**config.mk**
```make
export PLATFORM = sky130hd
export DESIGN_NAME = dtrb_lane
export DESIGN_NICKNAME = d
export VERILOG_FILES = /design/src/hdl/dtrb_pkg.sv /design/src/hdl/dtrb_lane.sv
export SDC_FILE = /design/constraint.sdc
export NUM_CORES = 2
export LEC_CHECK = 0
export BUFFER_PORTS_ARGS = -buffer_cell sky130_fd_sc_hd__buf_2
export CAP_MARGIN = 20
export CORE_ASPECT_RATIO = 1.1
export CORE_MARGIN = 2
export CORE_UTILIZATION = 35
export DETAILED_ROUTE_END_ITERATION = 8
export HOLD_SLACK_MARGIN = 0.12
export MAX_ROUTING_LAYER = met4
export PLACE_DENSITY_LB_ADDON = 0.1
export SYNTH_ARGS = -nofsm -noshare
export SYNTH_HDL_FRONTEND = slang
export SYNTH_SLANG_ARGS = --single-unit
```
**constraint.sdc**
```tcl
create_clock -name clk_i -period 17.5 [get_ports clk_i]
set_input_delay 0.875 -clock clk_i [delete_from_list [all_inputs] [get_ports clk_i]]
set_output_delay 0.875 -clock clk_i [all_outputs]
set_load 0.005 [all_outputs]
```
**src/hdl/dtrb_pkg.sv**
```systemverilog
// Package for the displacement tensor row builder: types, block codes,
// index tables and small helpers. No dependencies.
package dtrb_pkg;

  localparam int NUM_LANES = 9;
  localparam int MUL_CYC   = 5;  // four partial products, then the signed accumulate

  localparam logic       ACT_SYM  = 1'b0;
  localparam logic       ACT_DISP = 1'b1;
  localparam logic [1:0] ROW_LAST = 2'd2;

  localparam logic [5:0] KIND_HDR   = 6'd0;
  localparam logic [5:0] KIND_S     = 6'd1;
  localparam logic [5:0] KIND_PAIR0 = 6'd2;
  localparam logic [5:0] KIND_TRIP0 = 6'd8;
  localparam logic [5:0] KIND_LAST  = 6'd37;

  localparam logic [63:0] HDR_VAL = 64'hFFFF_0000_0000_0000;  // -1.0 in Q15.48

  localparam logic [1:0] PAIR_A [6] = '{2'd0, 2'd0, 2'd0, 2'd1, 2'd1, 2'd2};
  localparam logic [1:0] PAIR_B [6] = '{2'd0, 2'd1, 2'd2, 2'd1, 2'd2, 2'd2};
  localparam logic [1:0] TRIP_A [10] =
    '{2'd0, 2'd0, 2'd0, 2'd0, 2'd0, 2'd0, 2'd1, 2'd1, 2'd1, 2'd2};
  localparam logic [1:0] TRIP_B [10] =
    '{2'd0, 2'd0, 2'd0, 2'd1, 2'd1, 2'd2, 2'd1, 2'd1, 2'd2, 2'd2};
  localparam logic [1:0] TRIP_C [10] =
    '{2'd0, 2'd1, 2'd2, 2'd1, 2'd2, 2'd2, 2'd1, 2'd2, 2'd2, 2'd2};

  typedef enum logic [2:0] {
    ST_IDLE, ST_ISSUE, ST_MUL, ST_RND, ST_HDR, ST_EMIT
  } state_e;

  typedef struct packed {
    logic start;   // load operands, begin a product
    logic accum;   // add onto the running sum instead of clearing it
    logic rnd;     // round and saturate the sum into the result register
    logic rnd48;   // 1: drop 48 fraction bits, 0: drop 12
  } lane_cmd_t;

  function automatic logic [3:0] s_idx(input logic [1:0] r, input logic [1:0] c);
    return 4'(r) * 4'd3 + 4'(c);
  endfunction

endpackage

```
**src/hdl/dtrb_lane.sv**
```systemverilog
// One multiply-accumulate lane: 64x64 signed product in four 32x32 steps,
// 128-bit running sum, round half up and saturate. Depends on dtrb_pkg.
module dtrb_lane (
  input  logic                     clk_i,
  input  logic                     rst_ni,
  input  dtrb_pkg::lane_cmd_t      cmd_i,
  input  logic signed [63:0]       a_i,
  input  logic signed [63:0]       b_i,
  output logic signed [63:0]       res_o
);
  import dtrb_pkg::*;

  logic [63:0]  ua_q, ub_q;
  logic         neg_q;
  logic [2:0]   step_q;
  logic         busy_q;
  logic [127:0] prod_q, acc_q;
  logic [63:0]  res_q;

  logic [31:0]  ah, bh;
  logic [63:0]  pp;
  logic [127:0] pp_sh, t12, t48;
  logic         ok12, ok48;
  logic [63:0]  r12, r48;

  always_comb begin
    ah = step_q[1] ? ua_q[63:32] : ua_q[31:0];
    bh = step_q[0] ? ub_q[63:32] : ub_q[31:0];
    pp = 64'(ah) * 64'(bh);
    unique case (step_q)
      3'd0:       pp_sh = {64'd0, pp};
      3'd1, 3'd2: pp_sh = {32'd0, pp, 32'd0};
      3'd3:       pp_sh = {pp, 64'd0};
      default:    pp_sh = '0;
    endcase
    t12  = acc_q + (128'd1 << 11);
    t48  = acc_q + (128'd1 << 47);
    ok12 = (&t12[127:75]) | ~(|t12[127:75]);
    ok48 = (&t48[127:111]) | ~(|t48[127:111]);
    r12  = ok12 ? t12[75:12] : (t12[127] ? 64'h8000_0000_0000_0000 : 64'h7FFF_FFFF_FFFF_FFFF);
    r48  = ok48 ? t48[111:48] : (t48[127] ? 64'h8000_0000_0000_0000 : 64'h7FFF_FFFF_FFFF_FFFF);
  end

  always_ff @(posedge clk_i or negedge rst_ni) begin
    if (!rst_ni) begin
      busy_q <= 1'b0;
      step_q <= '0;
    end else if (cmd_i.start) begin
      busy_q <= 1'b1;
      step_q <= '0;
    end else if (busy_q) begin
      step_q <= step_q + 3'd1;
      if (step_q == 3'd4) busy_q <= 1'b0;
    end
  end

  always_ff @(posedge clk_i) begin
    if (cmd_i.start) begin
      ua_q   <= a_i[63] ? 64'd0 - 64'(a_i) : 64'(a_i);
      ub_q   <= b_i[63] ? 64'd0 - 64'(b_i) : 64'(b_i);
      neg_q  <= a_i[63] ^ b_i[63];
      prod_q <= '0;
      if (!cmd_i.accum) acc_q <= '0;
    end else if (busy_q) begin
      if (step_q == 3'd4) acc_q <= acc_q + (prod_q ^ {128{neg_q}}) + 128'(neg_q);
      else                prod_q <= prod_q + pp_sh;
    end
    if (cmd_i.rnd) res_q <= cmd_i.rnd48 ? r48 : r12;
  end

  assign res_o = res_q;

endmodule

```
Word-level counts from Yosys, hierarchy flattened
Index checks and enable logic that the tools add are counted.

storage, ports and cells
  register bits = 453
  latch bits = 0
  bits in writable memories = 0
  bits in read-only memories = 0
  input port bits = 134
  output and inout bits = 64
  memories kept = 0

operators by class
  add/subtract/negate cells = 8
  multipliers = 1
  divide/modulo/power cells = 0
  order comparisons = 0
  equal/unequal tests = 5
  shifts and indexed selects = 0
  multiplexer cells = 19
  bitwise operators = 7
  reductions and logical operators = 10

operator list
  cell                                                                    number
  128-bit two-way mux                                                     4
  128-bit one-hot mux with 3 select lines                                 1
  64-bit two-way mux                                                      5
  128-bit adder                                                           2
  128-bit by 1-bit adder with 128-bit output                              1
  128-bit by 12-bit adder with 128-bit output (second input constant)     1
  128-bit by 48-bit adder with 128-bit output (second input constant)     1
  1-bit by 64-bit subtractor with 64-bit output (first input constant)    2
  128-bit XOR                                                             1
  63-bit two-way mux                                                      2
  32-bit by 32-bit multiplier with 64-bit output                          1
  32-bit two-way mux                                                      2
  53-bit AND reduction                                                    1
  53-bit OR reduction                                                     1
  17-bit AND reduction                                                    1
  17-bit OR reduction                                                     1
  3-bit by 2-bit equality test with 1-bit output (second input constant)  2
  3-bit two-way mux                                                       2
  2-bit nonzero test                                                      2
  3-bit by 1-bit adder with 3-bit output (second input constant)          1
  3-bit by 1-bit equality test with 1-bit output (second input constant)  1
  3-bit equality test (second input constant)                             1
  3-bit zero test                                                         1
  1-bit two-way mux                                                       3
  other kinds (7)                                                         10

Logic depth before layout (Yosys ltp)
  depth in word-level cells = 6
  gate-level depth with buffers = 49
  gate-level depth less buffers = 44

Least setup slack after synthesis
Ideal clock, no wire load.

  path kind = register to register
  start point = register step_q[1]
  end point = register prod_q[127]
  library setup time = 70 ps
  arrival = 12046 ps
  required time = 17430 ps
  slack = 5384 ps
  stages on the path, launching flop included = 45
  path buffers = 4
  clock period less this slack = 12116 ps
  path through = dfrtp_1 > clkbuf_1 > clkbuf_1 > buf_1 > mux2i_1 > clkbuf_1 > nor2_1 > fa_1 > inv_1 > fa_1 > fa_1 > fa_1 > inv_1 > fa_1 > fa_1 > fa_1 > inv_1 > fa_1 > [... 9 more ...] > o21bai_1 > a21oi_1 > o21bai_1 > xnor2_1 > o21ai_0 > ha_1 > and4_1 > and2_1 > or3b_2 > and3_1 > o31a_1 > a2111o_1 > a211oi_1 > o21ai_0 > a21boi_0 > a211oi_1 > or4_1 > a21oi_1

between the ends
  word-level cells in the longest chain between the ends = 4
  elaborated cells between the ends (all ways) = 12
  those cells by class = 1 x add/sub; 1 x mul; 4 x eq/ne; 2 x mux; 1 x bitwise; 3 x reduce/logical

ends and longest elaborated chain
  item                                                                                  line                              RTL
  start: declaration                                                                    dtrb_lane.sv:15                   logic [2:0] step_q;
  start signal: assignment                                                              dtrb_lane.sv:52                   step_q <= step_q + 3'd1;
  32-bit two-way mux, or another cell as far along                                      dtrb_lane.sv:27                   ah = step_q[1] ? ua_q[63:32] : ua_q[31:0];
  32-bit by 32-bit multiplier with 64-bit output or 2-bit OR reduction (tied branches)  dtrb_lane.sv:29, dtrb_lane.sv:30
  128-bit one-hot mux with 3 select lines                                               dtrb_lane.sv:30                   unique case (step_q)
  128-bit adder                                                                         dtrb_lane.sv:66                   else prod_q <= prod_q + pp_sh;
  end signal: assignment                                                                dtrb_lane.sv:66
  end: declaration                                                                      dtrb_lane.sv:17                   logic [127:0] prod_q, acc_q;

Parallel ways exist; a longest one is shown, timed or not.
A chain may end at the register's enable or synchronous reset.

Final worst setup path
  start point = register step_q[1]
  end point = register prod_q[124]

The elaborated chain is that of the path after synthesis.

==> metrics.md <==
| Metric | Value |
|---|---|
| Run status | `finished, final reports clean` |
| Pre-CTS WS | `1.86 ns` |
| Vias | `65.0k` |
| Commonest non-fill, non-tap cells in the layout | `1,118 x nand2_1, 1,097 x nor2_1, 1,044 x inv_1` |
| Post-Syn Nets | `10.6k` |
| Worst Setup SP | `step_q[1]` |
| Reg clk slew, reported paths | `0.06 ns` |
| Largest net degree at the start of global routing | `76` |
| CP max stage delay | `0.86 ns` |
| Latest clock arrival within the worst-skew pair | `0.74 ns` |
| Chip width | `445 um` |
| CP max FO | `41` |
| Worst rel slew slack | `18.6%` |
| TritonCTS Buffers | `66` |
| Synthesis-to-finish area growth | `8.42%` |
| Seq/Total Area, Yosys | `16.5%` |
| Post-CTS Hold Buffers | `1` |
| Initial antenna violation count | `4` |
| Total gr overflow | `0` |
| DRT antenna net count | `0` |
| DR DRC count | `0` |
| Aggregate global-route resource usage | `29.0%` |
| Drt total wl | `309 mm` |
| Io pins | `198` |
| EDFF count, synth | `321` |
| Worst EP arrival | `16.15 ns` |
| Hpwl dp | `256 mm` |
| Crit Path Class | `flop to flop` |
| Post-DP Area | `78,800 um2` |
| Hold_sp | `b_i[0]` |
| Number of global-route vias before repair | `67.3k` |
| Layout cells sized above 1 | `6.84%` |
| Fmax | `0.0642 GHz` |
| Yosys warning count | `0` |
| Ys flop type | `edfxtp_1` |
| FF+latch area | `12,300 um2` |
| Fin crit period | `15.59 ns` |
| Routability Congestion | `0.956` |
| Clock skew | `0.0531 ns` |
| Final setup violation count | `0` |
| Fill cell total of the finished layout | `22.0k` |
| Htree depth | `3` |
| Chip height | `489 um` |
| Clk buf depth | `3` |
| TNS Setup | `0 ns` |
| Post-Syn Area | `74,800 um2` |
| Initial Util | `35.3%` |
| Area of the multi-input gates | `57,000 um2` |
| Finished layout cell area | `81,100 um2` |
| Clock sinks | `453` |
| Final hold vios | `0` |
| Commonest non-fill, non-tap cell in the layout | `nand2_1` |
| Final setup margin | `1.91 ns` |
| Core area | `212,000 um2` |
| FF-to-FF Start | `step_q[1]` |
| Postcts setup bufs | `0` |
| CP Capture Type | `flop` |
| Most used cell, CP | `fa_1` |
| Total iterations of the first detailed-routing run | `5` |
| Routed vias/inst | `5.50` |
| HP Class | `input port to flop` |
| Seq cells post-synth | `453` |
| Tcrit/Tclk final | `89.1%` |
| Synth cell types | `85` |
| Die area | `217,000 um2` |
| Avg Inst Size Synth | `8.24 um2` |
| Post-DR wirelength/cell | `26.1 um` |
| Crit-path slowest cell | `dfrtp_4` |
| First-pass GRT wire length | `453 mm` |
| Final Max Slew Viols | `0` |
| Root Buffer | `clkbuf_16` |
| Port bufs | `197` |
| Post-Syn Instances | `9,076` |
| RSZ-0062 raised after global routing | `no` |
| Worst-margin pin slew | `1.22 ns` |
| CTS tree | `yes` |
| CTS resizes | `0` |
| # nets final | `10.6k` |
| Worst Setup Start Kind | `flop` |
| Max_cap viols | `0` |
| Initial drt markers | `4,383` |
| FP Rows | `177` |
| CP required | `18.06 ns` |
| Post-synth ARST share | `0.883%` |
-- worst max-delay path: cells and delay by family, from the launching register on --
kind,cells,cell delay (ns)
xor+xnor,2,0.95
simple gates,8,2.29
flops,1,0.86
compound gates,14,4.72
buf+inv,6,0.95
fa+ha+maj,10,4.88
mux,1,0.75
-- cell type report --
class                           instances  area share [%]
Multi-Input combinational cell       7083            70.3
Antenna cell                            5          0.0154
Timing Repair Buffer                  347            2.64
Tap cell                             2774            4.28
Sequential cell                       453            15.2
Clock inverter                         38           0.500
Clock buffer                           81            2.23
Inverter                             1044            4.83
-- flip-flops by register name (all words and copies together), names as in the netlist --
name / flops
prod_q: 128
ub_q: 64
busy_q: 1
acc_q: 128
res_o: 64
neg_q: 1
step_q: 3
ua_q: 64
-- Yosys cell counts, types with 10 or more instances --
cell,instances,area [um2]
nor4_1,74,463
o41ai_1,29,254
and4_1,22,193
buf_1,32,120
o22ai_1,13,81.3
o21a_1,39,293
xor2_1,323,2830
a21boi_0,17,128
a211oi_1,43,323
a22o_1,18,158
mux2_2,50,563
ha_1,525,6570
nor2b_1,35,219
mux2_1,13,146
a21o_1,173,1300
dfxtp_1,128,2560
nand3_1,126,631
o21ai_0,427,2140
or2_2,27,169
a31oi_1,33,206
nor3b_1,11,82.6
or4_1,40,300
nor3_1,88,440
nand2b_1,46,288
or3_1,50,313
nand4_1,209,1310
nor4b_1,10,87.6
o21bai_1,109,818
fa_1,898,18000
a21oi_1,526,2630
a2111oi_0,13,114
nor2_1,1101,4130
o211ai_1,17,128
o31ai_1,60,450
and3_1,110,688
inv_1,1044,3920
xnor2_1,397,3480
a221oi_1,15,131
mux2i_1,75,751
clkbuf_1,456,1710
nand2_1,1119,4200
edfxtp_1,321,9640
and2_1,68,425
-- per-layer routing --
| metal | global-route usage (%) | wire, um | vias to the layer above |
|---|---|---|---|
| li1 | - | - | 30100 |
| met1 | 33.7 | 124000 | 32500 |
| met4 | 15.1 | 18800 | 0 |
| met3 | 3.33 | 13900 | 565 |
| met5 | - | 0 | - |
| met2 | 49.4 | 152000 | 1936 |
-- final timing paths --
check | endpoint | cells past startpoint | slack (ns)
setup reg to reg | prod_q[124] | 41 | 1.91
min in group asynchronous | step_q[2] | 2 | 0.54
max in group asynchronous | step_q[0] | 2 | 16.68
hold reg to reg | prod_q[118] | 2 | 0.50
setup / recovery | prod_q[124] | 41 | 1.91
hold / removal | ub_q[0] | 1 | 0.38
-- cell families after synthesis --
family | Yosys count | synth area share [%]
AND/OR/NAND/NOR | 3170 | 19.1
AO/OA/AOI/OAI | 1632 | 13.5
XOR/XNOR | 720 | 8.43
adder cells (fa/ha/maj) | 1423 | 32.8
flip-flops | 453 | 16.5
multiplexers | 138 | 1.95
buffers and inverters | 1540 | 7.74
-- stage by stage --
stage	hold WS (ns)	utilization, %	cells
6_report	0.379	38.2	11800
5_1_grt	0.369	38.2	11800
4_1_cts	0.328	38.2	11800
3_5_place_dp	0.489	37.2	11700
3_3_place_gp	0.471	37.1	11700
2_1_floorplan	0.461	-	9076
Power is not shown: default switching activity piles up to over one toggle a cycle in this logic, so the estimate is an artifact.
