--- config.mk ---
export PLATFORM = sky130hd
export DESIGN_NAME = dtrb_merge
export DESIGN_NICKNAME = d
export VERILOG_FILES = /design/src/hdl/dtrb_pkg.sv /design/src/hdl/dtrb_merge.sv
export SDC_FILE = /design/constraint.sdc
export NUM_CORES = 1
export LEC_CHECK = 0
export ABC_AREA = 1
export BUFFER_PORTS_ARGS = -buffer_cell sky130_fd_sc_hd__buf_2
export CAP_MARGIN = 20
export CORE_AREA = 2 2 461 463
export CTS_BUF_LIST = sky130_fd_sc_hd__clkbuf_4
export DETAILED_ROUTE_END_ITERATION = 10
export DIE_AREA = 0 0 463 465
export GPL_ROUTABILITY_DRIVEN = 0
export GPL_TIMING_DRIVEN = 0
export PLACE_DENSITY_LB_ADDON = 0.25
export SLEW_MARGIN = 5
export SYNTH_ARGS = -nofsm -noshare
export SYNTH_HDL_FRONTEND = slang
export SYNTH_SLANG_ARGS = --single-unit
--- constraint.sdc ---
create_clock -name clk_i -period 1.2 [get_ports clk_i]
set_input_delay 0.12 -clock clk_i [delete_from_list [all_inputs] [get_ports clk_i]]
set_output_delay 0.12 -clock clk_i [all_outputs]
set_load 0.02 [all_outputs]
--- src/hdl/dtrb_pkg.sv ---
// Package for the displacement tensor row builder: types, block codes,
// index tables and small helpers. No dependencies.
package dtrb_pkg;

  localparam int NUM_LANES = 9;
  localparam int MUL_CYC   = 5;  // four partial products, then the signed accumulate

  localparam logic       ACT_SYM  = 1'b0;
  localparam logic       ACT_DISP = 1'b1;
  localparam logic [1:0] ROW_LAST = 2'd2;

  localparam logic [5:0] KIND_HDR   = 6'd0;
  localparam logic [5:0] KIND_S     = 6'd1;
  localparam logic [5:0] KIND_PAIR0 = 6'd2;
  localparam logic [5:0] KIND_TRIP0 = 6'd8;
  localparam logic [5:0] KIND_LAST  = 6'd37;

  localparam logic [63:0] HDR_VAL = 64'hFFFF_0000_0000_0000;  // -1.0 in Q15.48

  localparam logic [1:0] PAIR_A [6] = '{2'd0, 2'd0, 2'd0, 2'd1, 2'd1, 2'd2};
  localparam logic [1:0] PAIR_B [6] = '{2'd0, 2'd1, 2'd2, 2'd1, 2'd2, 2'd2};
  localparam logic [1:0] TRIP_A [10] =
    '{2'd0, 2'd0, 2'd0, 2'd0, 2'd0, 2'd0, 2'd1, 2'd1, 2'd1, 2'd2};
  localparam logic [1:0] TRIP_B [10] =
    '{2'd0, 2'd0, 2'd0, 2'd1, 2'd1, 2'd2, 2'd1, 2'd1, 2'd2, 2'd2};
  localparam logic [1:0] TRIP_C [10] =
    '{2'd0, 2'd1, 2'd2, 2'd1, 2'd2, 2'd2, 2'd1, 2'd2, 2'd2, 2'd2};

  typedef enum logic [2:0] {
    ST_IDLE, ST_ISSUE, ST_MUL, ST_RND, ST_HDR, ST_EMIT
  } state_e;

  typedef struct packed {
    logic start;   // load operands, begin a product
    logic accum;   // add onto the running sum instead of clearing it
    logic rnd;     // round and saturate the sum into the result register
    logic rnd48;   // 1: drop 48 fraction bits, 0: drop 12
  } lane_cmd_t;

  function automatic logic [3:0] s_idx(input logic [1:0] r, input logic [1:0] c);
    return 4'(r) * 4'd3 + 4'(c);
  endfunction

endpackage

--- src/hdl/dtrb_merge.sv ---
// Output stage: gathers the nine lane results (or the header constant) into
// one registered result block on the master stream. Depends on dtrb_pkg.
module dtrb_merge (
  input  logic               clk_i,
  input  logic               rst_ni,
  input  logic               load_i,
  input  logic               hdr_i,
  input  logic [5:0]         kind_i,
  input  logic               last_i,
  input  logic signed [63:0] vals_i [9],
  output logic               free_o,
  output logic               m_axis_tvalid,
  input  logic               m_axis_tready,
  output logic [575:0]       m_axis_tdata,
  output logic [5:0]         m_axis_tuser,
  output logic               m_axis_tlast
);
  import dtrb_pkg::*;

  logic        valid_q;
  logic [5:0]  kind_q;
  logic        last_q;
  logic [63:0] val_q [NUM_LANES];

  assign free_o = !valid_q || m_axis_tready;

  always_ff @(posedge clk_i or negedge rst_ni) begin
    if (!rst_ni) valid_q <= 1'b0;
    else if (load_i) valid_q <= 1'b1;
    else if (m_axis_tready) valid_q <= 1'b0;
  end

  always_ff @(posedge clk_i) begin
    if (load_i) begin
      kind_q <= kind_i;
      last_q <= last_i;
      for (int m = 0; m < NUM_LANES; m++) begin
        if (hdr_i) val_q[m] <= (m == 0) ? HDR_VAL : 64'd0;
        else       val_q[m] <= vals_i[m];
      end
    end
  end

  always_comb begin
    for (int m = 0; m < NUM_LANES; m++) m_axis_tdata[64*m +: 64] = val_q[m];
  end

  assign m_axis_tvalid = valid_q;
  assign m_axis_tuser  = kind_q;
  assign m_axis_tlast  = last_q;

endmodule

==> results of run 1 <==
==> kinds of logic after synthesis <==
kind of cell           synth area share
AND/OR/NAND/NOR                  0.0968
buffers and inverters             0.123
flip-flops                        0.780
==> metrics by stage <==
stage	util	instance area [µm²]	worst slack, ns	cells	hold slack [ns]
floorplan	-	22500	-0.771	1807	-0.176
global placement	0.151	31900	-2.11	5800	-0.103
detailed placement	0.152	32000	-1.17	5804	-0.0998
==> run_results.csv, run 1 <==
group,metric,value,unit
status,status,"aborted with a tool error",
status,haltStage,"4_1_cts",
status,tool.error,"[ERROR RSZ-0060] Max buffer count reached.",
cts,cts-resized-gates,619,
synthesis,netlist.area_leader.share,0.779,
synthesis,ys_async_sr_fraction,0.00171,
synthesis,synth-main-ff-cell,"edfxtp_1",
placed_design,port_buffers,1172,
placed_design,hpwlAfterDp,102,mm
synthesis,synth_cell_type_count,9,
synthesis,ys_top_cells_by_count,"edfxtp_1, inv_1, nor2_1",
synthesis,synth_edf_count,583,
cts,cts_root_buffer,"clkbuf_4",
synthesis,syn_avg_cell_area,12.4,µm²
synthesis,yosysTopAreaCell,"edfxtp_1",
cts,h-tree-depth,4,
synthesis,synthTopCellsByArea,"edfxtp_1, inv_1, nor2_1, buf_6, buf_2",
synthesis,syn_area,0.0225,mm²
cts,hold_buffers,1227,
cts,cts_buffers,179,
floorplanning,die_w,463,µm
synthesis,synth_cells,1807,
floorplanning,fp.dieH,465,µm
floorplanning,io_pins,1173,
cts,clockBufferDepth,3,
floorplanning,rows,169,
synthesis,ys_warn_count,0,
floorplanning,initial_core_util,0.107,
synthesis,synth_fp_nets,2395,
synthesis,ys_ff_latch,584,
synthesis,ys_seq_area_frac,0.780,
cts,clock_sinks,584,
synthesis,synth.most_common_cell,"edfxtp_1",
cts,post_cts_buffers,1,
==> run 2, diff against run 1 <==
--- a/config.mk
+++ b/config.mk
@@ -8,13 +8,12 @@
 export ABC_AREA = 1
 export BUFFER_PORTS_ARGS = -buffer_cell sky130_fd_sc_hd__buf_2
 export CAP_MARGIN = 20
-export CORE_AREA = 2 2 461 463
-export CTS_BUF_LIST = sky130_fd_sc_hd__clkbuf_4
+export CORE_AREA = 2 2 455 457
 export DETAILED_ROUTE_END_ITERATION = 10
-export DIE_AREA = 0 0 463 465
+export DIE_AREA = 0 0 457 459
 export GPL_ROUTABILITY_DRIVEN = 0
 export GPL_TIMING_DRIVEN = 0
-export PLACE_DENSITY_LB_ADDON = 0.25
+export PLACE_DENSITY_LB_ADDON = 0.15
 export SLEW_MARGIN = 5
 export SYNTH_ARGS = -nofsm -noshare
 export SYNTH_HDL_FRONTEND = slang
==> run 2 against run 1 <==
Net effect:
- the flow now finishes, with violations (negative hold slack, negative setup slack)
- synthesized cell count stayed put
- area after synthesis stayed put
==> run_results.csv, run 2 <==
group,metric,value,unit
finish,fill_cells,22600,
synthesis,synth.most_common_cell,"edfxtp_1",
finish,final_core_util,0.214,
finish,drive_gt1_frac,0.368,
critical_path,crit_path_start,"val_q[3][35]",
critical_path,critPathMaxFanout,1,
placed_design,hpwlAfterDp,94.5,mm
timing,finClkSkew,0,ns
critical_path,cp.depth,1,
synthesis,synth_edf_count,583,
floorplanning,die_area,0.210,mm²
timing,drv_slew,0,
critical_path,crit_path_end_kind,"primary output",
synthesis,ys_ff_latch,584,
timing,fmax,651,MHz
power,cellLeakagePower,0.0199,µW
finish,final_common_cell,"buf_2",
global_route,grt_max_degree,74,
synthesis,syn_area,0.0225,mm²
finish,area_growth,95.9,%
synthesis,syn_avg_cell_area,12.4,µm²
critical_path,cpPeakStageDelay,0.52,ns
global_route,gr-usage-all-layers,0.113,
cts,post_cts_buffers,0,
timing,rsz0062_at_grt,"yes",
critical_path,worstPathRequired,1.08,ns
synthesis,ys_top_cells_by_count,"edfxtp_1, inv_1, nor2_1",
cts,cts_root_buffer,"clkbuf_16",
synthesis,ys_seq_area_frac,0.780,
critical_path,r2r_cells,2,
critical_path,cp_top_family,"flip-flops",
global_route,grt_pass1_vias,20700,
synthesis,synth_cells,1807,
status,status,"finished, violations left",
detailed_routing,vias,19300,
status,violations,"negative hold slack, negative setup slack",
global_route,grt-ovfl-total,0,
global_route,antenna_found_initial,25,
critical_path,rrSetupSlack,0.55,ns
timing,worstMarginPinSlew,0.575,ns
cts,clk_latency,0.69,ns
timing,setup-tns-final,-87.73,ns
floorplanning,fp.dieH,459,µm
timing,slew_headroom,0.615,
detailed_routing,ant_nets,0,
critical_path,slowest_stage,"edfxtp_1",
synthesis,yosysTopAreaCell,"edfxtp_1",
floorplanning,die_w,457,µm
detailed_routing,drc,0,
timing,setup_viol,585,
finish,final_cell_mix,"buf_2, dlygate4sd3_1, edfxtp_1, inv_1, buf_6",
finish,fin_nets,4253,
critical_path,cp_cell_sequence,"buf_6",
detailed_routing,drtPass1Iterations,4,
synthesis,ys_async_sr_fraction,0.00171,
timing,fin_crit_sh,1.28,
critical_path,start_kind,"flop",
floorplanning,core_area,0.206,mm²
critical_path,cp.arrival,1.42,ns
synthesis,netlist.area_leader.share,0.779,
worst_hold_path,hold_class,"input port to flop",
detailed_routing,dr.first_iter.drc_count,839,
floorplanning,io_pins,1173,
cts,h-tree-depth,3,
power,vdd_ir_drop_max,1150,µV
critical_path,reg2reg_from,"m_axis_tvalid",
cts,clock_sinks,584,
finish,top_register,"val_q",
critical_path,worstSetupPathType,"flop to primary output",
detailed_routing,routed_wl,123,mm
power,power_density,1350,mW/mm²
synthesis,ys_warn_count,0,
placed_design,port_buffers,1172,
run,drv_cap,0,
detailed_routing,vias_per_cell,2.99,
cts,cts_tree,"yes",
cts,clockBufferDepth,3,
critical_path,crit_end,"m_axis_tdata[227]",
floorplanning,rows,167,
synthesis,synth_fp_nets,2395,
synthesis,synth-main-ff-cell,"edfxtp_1",
finish,largest_reg_flops,576,
cts,cts_buffers,82,
synthesis,synthTopCellsByArea,"edfxtp_1, inv_1, nor2_1, buf_6, buf_2",
timing,finalHoldViolCount,11,
cts,path_clk_slew,0.06,ns
timing,layout_setup_ws,-0.337,ns
timing,whs,-0.206,ns
global_route,grt_pass1_wl,165,mm
detailed_routing,drt-wirelength-per-cell,19.0,µm
synthesis,synth_cell_type_count,9,
floorplanning,initial_core_util,0.109,
timing,period_minus_slack,1.54,ns
critical_path,critPathBufInv,1,
critical_path,r2r_end,"m_axis_tvalid",
-- run 2: cell counts after synthesis --
Identical to the previous run, type by type.
-- run 2: what timing repair did --
item,in CTS,in global routing
gates cloned,9,0
hold buffers,588,1
gates resized for setup,787,330
setup endpoints to repair,877,594
pin swaps,1,0
hold endpoints to repair,592,13
-- run 2: cell type report --
class	count	area (µm²)	share of cell area
flip-flops and latches	584	17500	0.398
plain buffers	64	627	0.0142
diodes	11	27.5	0.000625
inverters	579	2170	0.0494
repair buffers	1774	15500	0.351
clock inverters	48	479	0.0109
well taps	2704	3380	0.0768
multi-input cells	580	2210	0.0502
clock buffers	99	2140	0.0485
-- run 2: worst min path at each step --
stage / from / to / depth (start not counted)
2_1_floorplan: rst_ni / m_axis_tvalid / 0
3_3_place_gp: rst_ni / m_axis_tvalid / 1
3_5_place_dp: rst_ni / m_axis_tvalid / 1
4_1_cts: hdr_i / val_q[0][60] / 3
5_1_grt: hdr_i / val_q[0][49] / 3
6_report: hdr_i / val_q[0][63] / 3
-- run 2: where the power goes --
| part | switching, µW | internal, µW |
|---|---|---|
| combinational | 5260 | 4940 |
| sequential | 728 | 24100 |
| clock | 10400 | 14100 |
| total | 16400 | 43100 |
-- run 2: cells by family after synthesis --
family / Yosys count / share of synthesized area
flops: 584 / 0.780
buf+inv: 643 / 0.123
simple gates: 580 / 0.0968
-- run 2: metrics by stage --
step	power, µW	instance area [µm²]	cells	setup WS, ns
final	59500	44000	6443	-0.337
after global placement	32200	31800	5683	-2.44
after CTS	60600	43100	6431	-0.503
after detailed placement	32100	31900	5687	-1.52
after floorplan	28100	22500	1807	-0.771
after global routing	62200	44000	6436	-0.433
-- run 2: per-layer routing --
metal	track usage	wire length (µm)	vias to the layer above
met5	0	95	-
met4	0.0361	2920	16
met3	0.0464	11300	130
met2	0.187	58200	850
met1	0.132	50100	9069
li1	-	-	9199
Power figures use the tool's default switching activity.
==> run 3, diff against run 2 <==
--- a/config.mk
+++ b/config.mk
@@ -14,6 +14,7 @@
 export GPL_ROUTABILITY_DRIVEN = 0
 export GPL_TIMING_DRIVEN = 0
 export PLACE_DENSITY_LB_ADDON = 0.15
+export RECOVER_POWER = 25
 export SLEW_MARGIN = 5
 export SYNTH_ARGS = -nofsm -noshare
 export SYNTH_HDL_FRONTEND = slang
==> run 3 against run 2 <==
Net effect:
- the flow still finishes with violations (negative hold slack, negative setup slack)
- count of clock-buffer cells in the layout unchanged
- combinational power about the same
- flip-flop and latch count unchanged
- critical endpoint is now m_axis_tdata[510]
- first-iteration DRC count up 3.1%
- non-clock buffer count unchanged
- critical path depth unchanged
- highest routed layer unchanged
- die area unchanged
- global-route usage unchanged
- worst setup slack better by 0.0011 ns
- worst hold slack better by 0.077 ns
==> run_results.csv, run 3 (synthesis results as in run 2) <==
group,metric,value,unit
detailed_routing,dr.first_iter.drc_count,865,
floorplanning,io_pins,1173,
global_route,gr-usage-all-layers,0.113,
worst_hold_path,hold_class,"input port to flop",
power,power_density,1350,mW/mm²
finish,final_cell_mix,"buf_2, dlygate4sd3_1, edfxtp_1, inv_1, buf_6",
cts,clockBufferDepth,3,
critical_path,critPathBufInv,1,
critical_path,cp_top_family,"flip-flops",
detailed_routing,drtPass1Iterations,6,
timing,finalHoldViolCount,4,
placed_design,post_dp_cell_area,0.0319,mm²
timing,layout_setup_ws,-0.336,ns
power,vdd_ir_drop_max,1150,µV
placed_design,hpwlAfterDp,94.5,mm
finish,largest_reg_flops,576,
finish,drive_gt1_frac,0.366,
detailed_routing,routed_wl,123,mm
timing,slew_headroom,0.238,
finish,top_register,"val_q",
global_route,grt-ovfl-total,0,
status,status,"finished, violations left",
detailed_routing,vias,19300,
global_route,grt_max_degree,74,
status,violations,"negative hold slack, negative setup slack",
floorplanning,core_area,0.206,mm²
timing,worstMarginPinSlew,1.14,ns
critical_path,cp_cell_sequence,"buf_6",
finish,final_core_util,0.214,
cts,cts_root_buffer,"clkbuf_16",
cts,clk_latency,0.69,ns
critical_path,critPathMaxFanout,1,
finish,final_common_cell,"buf_2",
timing,whs,-0.129,ns
cts,h-tree-depth,3,
timing,setup_viol,996,
timing,rsz0062_at_grt,"yes",
timing,fin_crit_sh,1.28,
finish,instances_no_fill,6443,
power,cellLeakagePower,0.0199,µW
timing,fmax,651,MHz
power,total_power,59500,µW
cts,path_clk_slew,0.05,ns
cts,post_cts_buffers,0,
timing,drv_slew,0,
timing,period_minus_slack,1.54,ns
critical_path,start_kind,"flop",
global_route,grt_pass1_vias,20700,
global_route,antenna_found_initial,26,
critical_path,worstPathRequired,1.08,ns
finish,area_growth,95.6,%
finish,final_cell_area,0.0440,mm²
detailed_routing,drc,0,
global_route,grt_pass1_wl,165,mm
cts,cts_buffers,82,
run,drv_cap,0,
critical_path,worstSetupPathType,"flop to primary output",
floorplanning,initial_core_util,0.109,
critical_path,slowest_stage,"edfxtp_1",
timing,setup-tns-final,-150.79,ns
floorplanning,rows,167,
detailed_routing,drt-wirelength-per-cell,19.0,µm
critical_path,cp.arrival,1.42,ns
critical_path,crit_path_end_kind,"primary output",
placed_design,port_buffers,1172,
placed_design,dp.cells,5687,
critical_path,cpPeakStageDelay,0.52,ns
floorplanning,fp.dieH,459,µm
timing,finClkSkew,0,ns
detailed_routing,ant_nets,0,
cts,clock_sinks,584,
floorplanning,die_area,0.210,mm²
finish,fin_nets,4253,
cts,cts_tree,"yes",
detailed_routing,vias_per_cell,2.99,
floorplanning,die_w,457,µm
-- run 3: per-stage QoR --
step / setup slack (ns) / hold slack [ns]
after floorplan: -0.771 / -0.176
after global placement: -2.44 / -0.103
after detailed placement: -1.52 / -0.102
after CTS: -0.503 / -0.218
after global routing: -0.433 / -0.127
final: -0.336 / -0.129
-- run 3: final timing paths --
check | from | depth (start not counted) | slack (ns) | to
worst max-delay path | val_q[7][62] | 1 | -0.34 | m_axis_tdata[510]
worst min-delay path | hdr_i | 3 | -0.13 | val_q[0][63]
worst max register to register | m_axis_tvalid | 2 | 0.53 | m_axis_tvalid
worst min register to register | m_axis_tvalid | 2 | 0.56 | m_axis_tvalid
max in group asynchronous | rst_ni | 3 | 0.85 | m_axis_tvalid
min in group asynchronous | rst_ni | 3 | 0.25 | m_axis_tvalid
-- run 3: area by class of cell --
cell class	instances	area [µm²]
Fill cell	22600	162000
Sequential cell	584	17500
Timing Repair Buffer	1774	15400
Tap cell	2704	3380
Multi-Input combinational cell	580	2200
Inverter	579	2170
Clock buffer	99	2140
Buffer	64	596
Clock inverter	48	479
Antenna cell	11	27.5
-- run 3: repair_timing --
action / in CTS / in global routing
pin swaps: 1 / 0
setup endpoints to repair: 877 / 594
gates resized for setup: 787 / 330
hold buffers: 588 / 1
cloned: 9 / 0
endpoints found under the hold margin: 592 / 13
-- run 3: power breakdown --
part | leakage [µW] | internal, µW | switching, µW | total [µW]
clock network | 0.00127 | 14100 | 10400 | 24500
registers | 0.00559 | 24100 | 726 | 24800
logic | 0.0130 | 4930 | 5260 | 10200
total | 0.0199 | 43100 | 16400 | 59500
-- run 3: per-layer routing --
| layer | wire length [µm] | global-route usage |
|---|---|---|
| met2 | 58200 | 0.187 |
| met5 | 95 | 0 |
| met3 | 11400 | 0.0464 |
| met4 | 2910 | 0.0361 |
| met1 | 50000 | 0.132 |
-- run 3: tightest hold or removal path, cell delays in order --
cell and delay, ns:
buf_2 0.09, nor2_1 0.16, nand2_1 0.10
